### config.mk
export PLATFORM = sky130hd
export DESIGN_NAME = band_vote_cluster_unit
export DESIGN_NICKNAME = d
export VERILOG_FILES = /design/src/hdl/bvc_pkg.sv /design/src/hdl/bvc_table.sv /design/src/hdl/bvc_scan.sv /design/src/hdl/band_vote_cluster_unit.sv
export SDC_FILE = /design/constraint.sdc
export NUM_CORES = 1
export LEC_CHECK = 0
export ABC_AREA = 1
export BUFFER_PORTS_ARGS = -buffer_cell sky130_fd_sc_hd__buf_2
export CELL_PAD_IN_SITES_DETAIL_PLACEMENT = 1
export CELL_PAD_IN_SITES_GLOBAL_PLACEMENT = 2
export CORE_UTILIZATION = 25
export DETAILED_ROUTE_END_ITERATION = 10
export PLACE_DENSITY_LB_ADDON = 0.2
export SYNTH_ARGS = -nofsm -noshare
export SYNTH_HDL_FRONTEND = slang
export SYNTH_SLANG_ARGS = --single-unit
### constraint.sdc
create_clock -name clk -period 5.8 [get_ports clk]
set_clock_uncertainty 0.1 [all_clocks]
set_input_delay 1.16 -clock clk [delete_from_list [all_inputs] [get_ports clk]]
set_output_delay 1.16 -clock clk [all_outputs]
set_load 0.1 [all_outputs]
### src/hdl/bvc_pkg.sv
// Shared types and constants for the band vote cluster unit.
`default_nettype none
package bvc_pkg;

	localparam int TOP_W    = 12;
	localparam int HEIGHT_W = 12;
	localparam int BOT_W    = 13;
	localparam int CFG_W    = 6;
	localparam int CFG_IDX_W = 2;
	localparam int OUT_W    = 13;
	localparam int VOTES_W  = 10;
	localparam int STATUS_W = 2;

	localparam logic [VOTES_W-1:0] VOTES_OUT_MAX = '1;
	localparam logic [OUT_W-1:0]   LOWER_MAX     = '1;

	localparam logic [CFG_W-1:0] TOLERANCE_RST     = 6'd5;
	localparam logic [CFG_W-1:0] TOP_MARGIN_RST    = 6'd5;
	localparam logic [CFG_W-1:0] BOTTOM_MARGIN_RST = 6'd3;

	localparam logic [CFG_IDX_W-1:0] REG_TOLERANCE     = 2'd0;
	localparam logic [CFG_IDX_W-1:0] REG_TOP_MARGIN    = 2'd1;
	localparam logic [CFG_IDX_W-1:0] REG_BOTTOM_MARGIN = 2'd2;

	localparam logic [STATUS_W-1:0] STAT_OK       = 2'd0;
	localparam logic [STATUS_W-1:0] STAT_EMPTY    = 2'd1;
	localparam logic [STATUS_W-1:0] STAT_OVERFLOW = 2'd2;

	typedef struct packed {
		logic [TOP_W-1:0]    box_top;
		logic [HEIGHT_W-1:0] box_height;
		logic                last_box;
	} box_t;

	typedef struct packed {
		logic signed [OUT_W-1:0] band_upper;
		logic [OUT_W-1:0]        band_lower;
		logic [VOTES_W-1:0]      winning_votes;
		logic [STATUS_W-1:0]     status;
	} band_t;

	typedef struct packed {
		logic               vld;
		logic               empty;
		logic               ovf;
		logic [TOP_W-1:0]   top;
		logic [BOT_W-1:0]   bottom;
		logic [VOTES_W-1:0] votes;
	} winner_t;

	typedef enum logic [1:0] {
		ST_IDLE,
		ST_MATCH,
		ST_RANK
	} state_t;

endpackage
`default_nettype wire

### src/hdl/bvc_table.sv
// Band type table: one write port, one registered read port.
`default_nettype none
module bvc_table #(
	parameter int DEPTH = 16,
	parameter int AW    = 4,
	parameter int DW    = 35
) (
	input  wire logic          clk,
	input  wire logic          we,
	input  wire logic [AW-1:0] waddr,
	input  wire logic [DW-1:0] wdata,
	input  wire logic [AW-1:0] raddr,
	output logic      [DW-1:0] rdata
);

	logic [DW-1:0] mem [DEPTH];

	always_ff @(posedge clk) begin
		if (we) begin
			mem[waddr] <= wdata;
		end
	end

	always_ff @(posedge clk) begin
		rdata <= mem[raddr];
	end

endmodule
`default_nettype wire

### src/hdl/bvc_scan.sv
// Table scan sequencer: match and vote, insert new types, rank the winner.
`default_nettype none
module bvc_scan #(
	parameter int MAX_TYPES  = 16,
	parameter int VOTE_WIDTH = 10,
	parameter int AW         = 4,
	parameter int CW         = 5,
	parameter int DW         = 35
) (
	input  wire logic                      clk,
	input  wire logic                      arst_n,
	input  wire logic                      go,
	input  wire bvc_pkg::box_t             box,
	input  wire logic [bvc_pkg::CFG_W-1:0] tolerance,
	output logic                           busy,
	output logic                           we,
	output logic      [AW-1:0]             waddr,
	output logic      [DW-1:0]             wdata,
	output logic      [AW-1:0]             raddr,
	input  wire logic [DW-1:0]             rdata,
	output bvc_pkg::winner_t               winner
);

	localparam int TW  = bvc_pkg::TOP_W;
	localparam int BW  = bvc_pkg::BOT_W;
	localparam int VXW = (VOTE_WIDTH > bvc_pkg::VOTES_W) ? VOTE_WIDTH : bvc_pkg::VOTES_W;

	bvc_pkg::state_t state_q, state_d;

	logic [TW-1:0]         box_top_q;
	logic [BW-1:0]         box_bot_q;
	logic                  last_q;
	logic [CW-1:0]         ptr_q;
	logic [CW-1:0]         used_q;
	logic                  ovf_q;
	logic                  rd_vld_s1;
	logic [AW-1:0]         rd_idx_s1;
	logic [TW-1:0]         best_top_q;
	logic [BW-1:0]         best_bot_q;
	logic [VOTE_WIDTH-1:0] best_votes_q;
	logic                  have_q;

	logic [TW-1:0]         ent_top;
	logic [BW-1:0]         ent_bot;
	logic [VOTE_WIDTH-1:0] ent_votes;
	logic [BW-1:0]         d_top;
	logic [BW-1:0]         d_bot;
	logic                  hit;
	logic                  issue;
	logic                  drained;
	logic                  room;
	logic                  take;
	logic [VOTE_WIDTH-1:0] votes_inc;
	logic [VXW-1:0]        best_ext;

	assign {ent_top, ent_bot, ent_votes} = rdata;

	always_comb begin
		d_top = ({1'b0, ent_top} >= {1'b0, box_top_q}) ?
			{1'b0, ent_top} - {1'b0, box_top_q} : {1'b0, box_top_q} - {1'b0, ent_top};
		d_bot = (ent_bot >= box_bot_q) ? ent_bot - box_bot_q : box_bot_q - ent_bot;
	end

	assign hit       = (d_top <= BW'(tolerance)) && (d_bot <= BW'(tolerance));
	assign issue     = (ptr_q < used_q);
	assign drained   = !issue && !rd_vld_s1;
	assign room      = (used_q < CW'(MAX_TYPES));
	assign take      = !have_q || (ent_votes > best_votes_q);
	assign votes_inc = (&ent_votes) ? ent_votes : ent_votes + VOTE_WIDTH'(1);
	assign raddr     = ptr_q[AW-1:0];
	assign busy      = (state_q != bvc_pkg::ST_IDLE);

	always_ff @(posedge clk or negedge arst_n) begin
		if (!arst_n) begin
			state_q <= bvc_pkg::ST_IDLE;
		end else begin
			state_q <= state_d;
		end
	end

	always_comb begin
		state_d = state_q;
		we      = 1'b0;
		waddr   = rd_idx_s1;
		wdata   = {box_top_q, box_bot_q, votes_inc};
		unique case (state_q)
			bvc_pkg::ST_IDLE: begin
				if (go) begin
					state_d = bvc_pkg::ST_MATCH;
				end
			end
			bvc_pkg::ST_MATCH: begin
				if (rd_vld_s1 && hit) begin
					we      = 1'b1;
					wdata   = {ent_top, ent_bot, votes_inc};
					state_d = last_q ? bvc_pkg::ST_RANK : bvc_pkg::ST_IDLE;
				end else if (drained) begin
					we      = room;
					waddr   = used_q[AW-1:0];
					wdata   = {box_top_q, box_bot_q, VOTE_WIDTH'(1)};
					state_d = last_q ? bvc_pkg::ST_RANK : bvc_pkg::ST_IDLE;
				end
			end
			bvc_pkg::ST_RANK: begin
				if (drained) begin
					state_d = bvc_pkg::ST_IDLE;
				end
			end
			default: begin
				state_d = bvc_pkg::ST_IDLE;
			end
		endcase
	end

	always_ff @(posedge clk or negedge arst_n) begin
		if (!arst_n) begin
			used_q    <= '0;
			ovf_q     <= 1'b0;
			ptr_q     <= '0;
			rd_vld_s1 <= 1'b0;
			have_q    <= 1'b0;
		end else begin
			if (state_q == bvc_pkg::ST_IDLE) begin
				ptr_q     <= '0;
				rd_vld_s1 <= 1'b0;
				have_q    <= 1'b0;
			end else if (state_d != state_q) begin
				ptr_q     <= '0;
				rd_vld_s1 <= 1'b0;
			end else begin
				ptr_q     <= ptr_q + CW'(issue);
				rd_vld_s1 <= issue;
			end
			if (state_q == bvc_pkg::ST_MATCH && !(rd_vld_s1 && hit) && drained) begin
				if (room) begin
					used_q <= used_q + CW'(1);
				end else begin
					ovf_q <= 1'b1;
				end
			end
			if (state_q == bvc_pkg::ST_RANK) begin
				if (drained) begin
					used_q <= '0;
					ovf_q  <= 1'b0;
				end else if (rd_vld_s1 && take) begin
					have_q <= 1'b1;
				end
			end
		end
	end

	always_ff @(posedge clk) begin
		rd_idx_s1 <= ptr_q[AW-1:0];
		if (state_q == bvc_pkg::ST_IDLE && go) begin
			box_top_q <= box.box_top;
			box_bot_q <= {1'b0, box.box_top} + {1'b0, box.box_height};
			last_q    <= box.last_box;
		end
		if (state_q == bvc_pkg::ST_RANK && rd_vld_s1 && take) begin
			best_top_q   <= ent_top;
			best_bot_q   <= ent_bot;
			best_votes_q <= ent_votes;
		end
	end

	assign best_ext = VXW'(best_votes_q);

	always_comb begin
		winner.vld    = (state_q == bvc_pkg::ST_RANK) && drained;
		winner.empty  = !have_q;
		winner.ovf    = ovf_q;
		winner.top    = best_top_q;
		winner.bottom = best_bot_q;
		winner.votes  = (best_ext > VXW'(bvc_pkg::VOTES_OUT_MAX)) ?
			bvc_pkg::VOTES_OUT_MAX : best_ext[bvc_pkg::VOTES_W-1:0];
	end

endmodule
`default_nettype wire

### src/hdl/band_vote_cluster_unit.sv
// Band vote cluster unit: top level with registers, result stage and checks.
// A box holds busy while the scan reads the table, one table entry read per cycle. A last
// box then ranks the table entries over the same read port; band_valid pulses for one
// cycle right after busy falls. The unit takes one box per busy period and accepts no
// new box while busy.
// Reset clears the type count, the overflow flag and the registers to 5, 5 and 3;
// table entries need no clearing. The receiver cannot stall the result.
`default_nettype none
module band_vote_cluster_unit #(
	parameter int MAX_TYPES  = 16,
	parameter int VOTE_WIDTH = 10
) (
	input  wire logic                          clk,
	input  wire logic                          arst_n,
	input  wire logic                          start,
	output logic                               busy,
	input  wire bvc_pkg::box_t                 box,
	output logic                               band_valid,
	output bvc_pkg::band_t                     band,
	input  wire logic                          cfg_we,
	input  wire logic [bvc_pkg::CFG_IDX_W-1:0] cfg_index,
	input  wire logic [bvc_pkg::CFG_W-1:0]     cfg_data
);

	localparam int AW = (MAX_TYPES > 1) ? $clog2(MAX_TYPES) : 1;
	localparam int CW = $clog2(MAX_TYPES + 1);
	localparam int DW = bvc_pkg::TOP_W + bvc_pkg::BOT_W + VOTE_WIDTH;
	localparam int OW = bvc_pkg::OUT_W;

	logic [bvc_pkg::CFG_W-1:0] tolerance_q;
	logic [bvc_pkg::CFG_W-1:0] top_margin_q;
	logic [bvc_pkg::CFG_W-1:0] bottom_margin_q;

	logic             go;
	logic             we;
	logic [AW-1:0]    waddr;
	logic [DW-1:0]    wdata;
	logic [AW-1:0]    raddr;
	logic [DW-1:0]    rdata;
	bvc_pkg::winner_t winner;
	logic [OW:0]      lower_sum;
	logic             band_valid_q;
	bvc_pkg::band_t   band_q;

	assign go = start && !busy;

	always_ff @(posedge clk or negedge arst_n) begin
		if (!arst_n) begin
			tolerance_q     <= bvc_pkg::TOLERANCE_RST;
			top_margin_q    <= bvc_pkg::TOP_MARGIN_RST;
			bottom_margin_q <= bvc_pkg::BOTTOM_MARGIN_RST;
		end else if (cfg_we) begin
			unique case (cfg_index)
				bvc_pkg::REG_TOLERANCE:     tolerance_q     <= cfg_data;
				bvc_pkg::REG_TOP_MARGIN:    top_margin_q    <= cfg_data;
				bvc_pkg::REG_BOTTOM_MARGIN: bottom_margin_q <= cfg_data;
				default: ;
			endcase
		end
	end

	bvc_table #(
		.DEPTH (MAX_TYPES),
		.AW    (AW),
		.DW    (DW)
	) u_table (
		.clk   (clk),
		.we    (we),
		.waddr (waddr),
		.wdata (wdata),
		.raddr (raddr),
		.rdata (rdata)
	);

	bvc_scan #(
		.MAX_TYPES  (MAX_TYPES),
		.VOTE_WIDTH (VOTE_WIDTH),
		.AW         (AW),
		.CW         (CW),
		.DW         (DW)
	) u_scan (
		.clk       (clk),
		.arst_n    (arst_n),
		.go        (go),
		.box       (box),
		.tolerance (tolerance_q),
		.busy      (busy),
		.we        (we),
		.waddr     (waddr),
		.wdata     (wdata),
		.raddr     (raddr),
		.rdata     (rdata),
		.winner    (winner)
	);

	assign lower_sum = {1'b0, winner.bottom} + (OW + 1)'(bottom_margin_q);

	always_ff @(posedge clk or negedge arst_n) begin
		if (!arst_n) begin
			band_valid_q <= 1'b0;
		end else begin
			band_valid_q <= winner.vld;
		end
	end

	always_ff @(posedge clk) begin
		if (winner.vld) begin
			if (winner.empty) begin
				band_q.band_upper    <= '0;
				band_q.band_lower    <= '0;
				band_q.winning_votes <= '0;
				band_q.status        <= bvc_pkg::STAT_EMPTY;
			end else begin
				band_q.band_upper    <= $signed({1'b0, winner.top} - OW'(top_margin_q));
				band_q.band_lower    <= lower_sum[OW] ? bvc_pkg::LOWER_MAX : lower_sum[OW-1:0];
				band_q.winning_votes <= winner.votes;
				band_q.status        <= winner.ovf ? bvc_pkg::STAT_OVERFLOW : bvc_pkg::STAT_OK;
			end
		end
	end

	assign band_valid = band_valid_q;
	assign band       = band_q;

	a_accept_busy: assert property (@(posedge clk) disable iff (!arst_n)
		start && !busy |=> busy)
		else $error("accepted item did not raise busy");

	a_result_after_busy: assert property (@(posedge clk) disable iff (!arst_n)
		band_valid |-> $past(busy) && !$past(start && !busy))
		else $error("result strobe without a finished scan");

	a_result_nonempty: assert property (@(posedge clk) disable iff (!arst_n)
		band_valid |-> band.status != bvc_pkg::STAT_EMPTY)
		else $error("result reports an empty table after a counted box");

endmodule
`default_nettype wire
* Yosys cells after proc, flatten, opt, wreduce, memory -nomap -nowiden *
Memory sizes are Yosys's and may differ from the RTL's. A register that Yosys moved wholly into a read port is not among the register bits.
Cells that the tools add are included.

storage, ports and cells
  input port bits = 37
  memories = 1
  RAM bits = 560
  flip-flop bits (word level) = 137
  logic and storage cells = 108

cells by class
  add/subtract/negate cells = 10
  muxes and demuxes = 39
  equality and inequality tests = 5
  magnitude comparators = 8
  reductions and logical operators = 24

memories
  memory       words  bits a word  read ports  clocked after Yosys merged registers in  write ports  RTL line         text
  u_table.mem  16     35           1           1                                        1            bvc_table.sv:16  logic [DW-1:0] mem [DEPTH];

operators with widths
  kind                                                              number
  35-bit two-way mux                                                2
  13-bit two-way mux                                                3
  10-bit two-way mux                                                3
  5-bit two-way mux                                                 6
  13-bit by 6-bit less-or-equal comparator with 1-bit output        2
  12-bit by 12-bit subtractor with 13-bit output                    2
  13-bit subtractor                                                 2
  1-bit two-way mux                                                 15
  13-bit by 6-bit adder with 14-bit output                          1
  12-bit by 12-bit adder with 13-bit output                         1
  13-bit greater-or-equal comparator                                1
  12-bit by 6-bit subtractor with 13-bit output                     1
  12-bit greater-or-equal comparator                                1
  2-bit two-way mux                                                 6
  4-bit two-way mux                                                 3
  1-bit logical AND                                                 11
  10-bit by 1-bit adder with 10-bit output (second input constant)  1
  10-bit greater-than comparator                                    1
  10-bit greater-than comparator (second input constant)            1
  10-bit AND reduction                                              1
  2-bit one-hot mux with 3 select lines                             1
  2-bit AND reduction                                               3
  5-bit by 1-bit adder with 5-bit output                            1
  5-bit by 1-bit adder with 5-bit output (second input constant)    1
  9 further kinds                                                   16

* Logic depth before layout (Yosys ltp) *
  depth after elaboration = 11
  gate-level depth with buffers = 29
  depth with buffers taken out = 28

* Hierarchy *
A second synthesis with hierarchy kept.

second synthesis, totals
  cells, all modules = 3,759
  area total of the unflattened synthesis = 35,582.9 um^2

modules (own cells, without submodules)
  module                  times used  sequential area each (um^2)  cells each  area each (um^2)
  bvc_table               1           17,516.8                     2,315       24,606.1
  bvc_scan                1           2,287.2                      1,075       7,852.5
  band_vote_cluster_unit  1           1,624.1                      369         3,124.2

* Worst setup path after synthesis *
OpenSTA, ideal clock, no wires.

  kind = reg2reg
  start = register u_table.rdata[17], read port of u_table.mem
  end = memory u_table.mem[0][0] (enable)
  library setup time = 427 ps
  setup slack = 554 ps
  required time = 5,273 ps
  period minus slack after synthesis = 5,246 ps
  stages on the path, launching flop included = 27
  path buffers = 1
  arrival = 4,719 ps
  path through = dfxtp_1 -> inv_1 -> ha_1 -> nand2_2 -> inv_1 -> nand2_1 -> nand2_1 -> a21oi_1 -> nand3_2 -> buf_6 -> o21ai_0 -> xor2_1 -> inv_1 -> ha_1 -> nand2_1 -> nand2_1 -> nand2_1 -> nand3_1 -> nand2_1 -> a22oi_1 -> a21oi_1 -> nand2_1 -> nor2_2 -> nand4_4 -> nand2_4 -> nand3_2 -> nor2_1

on the way
  cells in the longest elaborated chain, start to end = 9

RTL lines
  what                                                                     RTL line         text
  start: declaration                                                       bvc_table.sv:13  output logic [DW-1:0] rdata
  13-bit subtractor or 13-bit greater-or-equal comparator (tied branches)  bvc_scan.sv:61   d_bot = (ent_bot >= box_bot_q) ? ent_bot - box_bot_q : box_bot_q - ent_bot;
  13-bit two-way mux *                                                     bvc_scan.sv:61
  13-bit by 6-bit less-or-equal comparator with 1-bit output *             bvc_scan.sv:64   assign hit = (d_top <= BW'(tolerance)) && (d_bot <= BW'(tolerance));
  1-bit logical AND *                                                      bvc_scan.sv:64
  1-bit logical AND *                                                      bvc_scan.sv:93   if (rd_vld_s1 && hit) begin
  1-bit two-way mux                                                        bvc_scan.sv:93
  1-bit two-way mux                                                        bvc_scan.sv:86   unique case (state_q)
  1-bit two-way mux                                                        bvc_table.sv:19  if (we) begin
  1-bit two-way mux (implied by the code)                                  bvc_table.sv:20  mem[waddr] <= wdata;
  end: declaration                                                         bvc_table.sv:16

Mark *: on every way between the ends. The rest lies on a longest branch, timed or not.

* Worst setup path in the final report *
  start = register u_table.rdata[20], read port of u_table.mem
  end = memory u_table.mem[1][31], data pin

on the way
  cells in the longest elaborated chain, start to end = 7

RTL lines
  what                                                                     RTL line        text
  13-bit subtractor or 13-bit greater-or-equal comparator (tied branches)  bvc_scan.sv:61
  13-bit two-way mux *                                                     bvc_scan.sv:61
  13-bit by 6-bit less-or-equal comparator with 1-bit output *             bvc_scan.sv:64
  1-bit logical AND *                                                      bvc_scan.sv:64
  1-bit logical AND *                                                      bvc_scan.sv:93
  35-bit two-way mux *                                                     bvc_scan.sv:93
  35-bit two-way mux *                                                     bvc_scan.sv:86
  via u_scan.wdata[31]                                                     bvc_scan.sv:18  output logic [DW-1:0] wdata,

The timed path passes the listed nets; every way through them passes the cells marked *.

==> results.md <==
- Clock share of power: 0.276
- Detailed Place HPWL: 72.4 mm
- Pin count of the biggest net entering global routing: 101
- Slew margin rel.: 0.170
- Multi-input gate area: 0.00958 mm2
- Cell Area, Synth: 0.0324 mm2
- Chip Width: 362 um
- Ys async rst share: 0.0464
- Final setup fails: 0
- Worst EP required: 5970 ps
- Worst setup margin: 256 ps
- Register bit total from synthesis: 732
- CP Max Fanout: 36
- CP most frequent cell: nand2_1
- Layout cells sized above 1: 0.116
- Post-layout min period: 5540 ps
- Flop-to-flop setup slack: 260 ps
- Initial antenna violation count: 5
- Post-CTS setup buffer count: 0
- CP Cell Sequence: inv_1 -> ha_1 -> nand2_1 -> nor2_1 -> nand3_2 -> nand3_2 -> mux2i_1 -> xor2_1 -> inv_1 -> ha_1 -> nand2_1 -> nor2_1 -> nand2_1 -> nand3_1 -> nand2_1 -> a22oi_1 -> a21oi_1 -> nand2_1 -> nor2_2 -> nand4_4 -> buf_12 -> buf_4 -> nor2_1 -> a21oi_1
- Pwr Density: 495 mW/mm2
- CP endpoint kind: register
- Full die area: 0.131 mm2
- Share of the synthesized area in the top cell type: 0.610
- Via count: 22500
- Yosys Warn Count: 0
- Nets: 3180
- H-tree Lvls: 3
- Util after Layout: 0.298
- Tightest Pin Transition: 1250 ps
- Gr ovfl total: 0
- Final instance area: 0.0382 mm2
- Final WL: 111 mm
- Clock Sinks: 732
- Initial core utilization: 0.253
- Worst Hold Class: reg -> reg
- Port Buffers: 76
- Mapped Cells: 2909
- Maxcap violations: 0
- Startpoint Class: register
- Clk root buf: clkbuf_16
- P_leak: 14.4 nW
- Antenna-violating nets left: 0
- Placed Area: 0.0355 mm2
- Fin Setup TNS: 0 ps
- WL/cell: 22.9 um
- Reg clk slew, reported paths: 60 ps
- Setup crit start: u_table.rdata[20]
- Yosys cell types: 51
- GRT Total Usage: 0.169
- Synth top area cells: edfxtp_1, nand2_1, ha_1
- Final Hold Fails: 0
- Die Y: 362 um
- Internal power: 11.4 mW
- Design Power: 18.9 mW
- Max frequency: 180 MHz
- CTS tree: yes
- Most frequent cells after synthesis: edfxtp_1, nand2_1, inv_1
- Net Sw Power: 7.46 mW
- EDFF count, synth: 659
- Dpl cells: 4673
- Syn_nets: 3056
- Status: completed
- Most numerous cell in the Yosys netlist: edfxtp_1
- FP Rows: 131
- WP buf/inv: 4
- Ant diodes: 0
- Predominant post-synthesis flop cell: edfxtp_1
- Arrival @ worst endpoint: 5720 ps
- Reg area: 0.0214 mm2
- IO Count: 77
- Vias in the first global route: 23900
- Comb power frac: 0.352
- Tcrit/Tclk final: 0.956
- Worst reg2reg path startpoint: u_table.rdata[20]
- Via density: 4.65
- DRC Markers: 0
- HP Start: u_scan.ptr_q[1]
- Family with the most delay on the worst path: simple AND/OR/NAND/NOR gates
- Worst-Skew Late Latency: 680 ps
- CP max stage delay: 940 ps
- Global-route wire length before repair: 163 mm
- Crit path max-delay cell type: a21oi_1
- Synth area leader: edfxtp_1
- DR pass1 iterations: 5
- Placer Congestion: 0.835
- Initial DRC Count: 1511
- Hold Slack: 351 ps
- Worst IR Drop VDD: 310 uV
- Max clock buf depth: 3
- FILL cells: 14000
- Post-synthesis sequential area ratio: 0.661
- Synthesis-to-finish area growth: 17.8%
- RSZ-0062 raised after global routing: yes
- Flop pwr share: 0.372
- Non-filler cells, final: 4833
- CORE AREA: 0.128 mm2
- CP Class: reg -> reg
- Worst slack, placed: 227 ps
- Final Max Tran Viols: 0
- Num CTS Buffers: 87
- Mean area per synthesized cell: 11.1 um2
- Sw Share: 0.395
==> cell type report <==
type | instances | area share
inverters | 277 | 0.0275
flip-flops and latches | 732 | 0.562
clock buffers | 116 | 0.0617
clock inverters | 44 | 0.00901
well taps | 1729 | 0.0567
multi-input cells | 1774 | 0.251
repair buffers | 161 | 0.0326
==> logic make-up (layout without fill, tap and decap cells) <==
family | after synthesis | in the layout | share of synthesized area
fa+ha+maj | 110 | 110 | 0.0441
xor+xnor | 30 | 30 | 0.00811
flops | 732 | 732 | 0.661
buf+inv | 403 | 598 | 0.0485
mux | 1 | 1 | 0.000309
compound gates | 566 | 566 | 0.0999
simple gates | 1067 | 1067 | 0.138
==> cell usage in the layout, fill, tap and decap left out, drive strengths merged, types with 103 or more instances in the layout <==
cell    instances
nand2         580
edfxtp        659
inv           279
a21oi         178
buf           161
nand3         144
o21ai         248
nor2          274
clkbuf        116
ha            103
==> registers in the layout, summed over array words and instances, names as in the netlist, 6 cells and up <==
signal	cells
band	38
bottom_margin_q	6
tolerance_q	6
top_margin_q	6
u_scan.best_bot_q	13
u_scan.best_ext	10
u_scan.best_top_q	12
u_scan.box_bot_q	13
u_scan.box_top_q	12
u_table.mem	560
u_table.rdata	35
==> final timing paths <==
kind | cells past startpoint | end
max in group asynchronous | 1 | u_scan.ptr_q[0]
min in group asynchronous | 1 | tolerance_q[5]
setup reg to reg | 24 | u_table.mem[1][31]
hold reg to reg | 0 | u_scan.rd_idx_s1[1]
hold / removal | 0 | u_scan.rd_idx_s1[1]
setup / recovery | 24 | u_table.mem[1][31]
==> power groups by stage <==
stage / clock network (mW) / logic (mW) / registers [mW]
floorplan: 0 / 3.99 / 7.09
global placement: 0 / 6.70 / 7.13
detailed placement: 0 / 6.73 / 7.15
CTS: 5.39 / 6.75 / 7.05
global route: 5.56 / 7.39 / 7.09
finish: 5.21 / 6.64 / 7.03
==> what timing repair did <==
| action | in CTS | in global routing |
|---|---|---|
| setup endpoints to repair | 0 | 208 |
| hold buffers | 0 | 0 |
| gates resized for setup | 0 | 3 |
==> layer usage <==
| layer | track usage | share of wire | vias to the layer above |
|---|---|---|---|
| met5 | 0 | 0 | - |
| met4 | 0.0597 | 0.030 | 0 |
| met3 | 0.0203 | 0.034 | 159 |
| met2 | 0.281 | 0.47 | 398 |
| met1 | 0.225 | 0.46 | 11400 |
| li1 | - | - | 10500 |
Note: power is estimated with default switching activity, not from simulation.
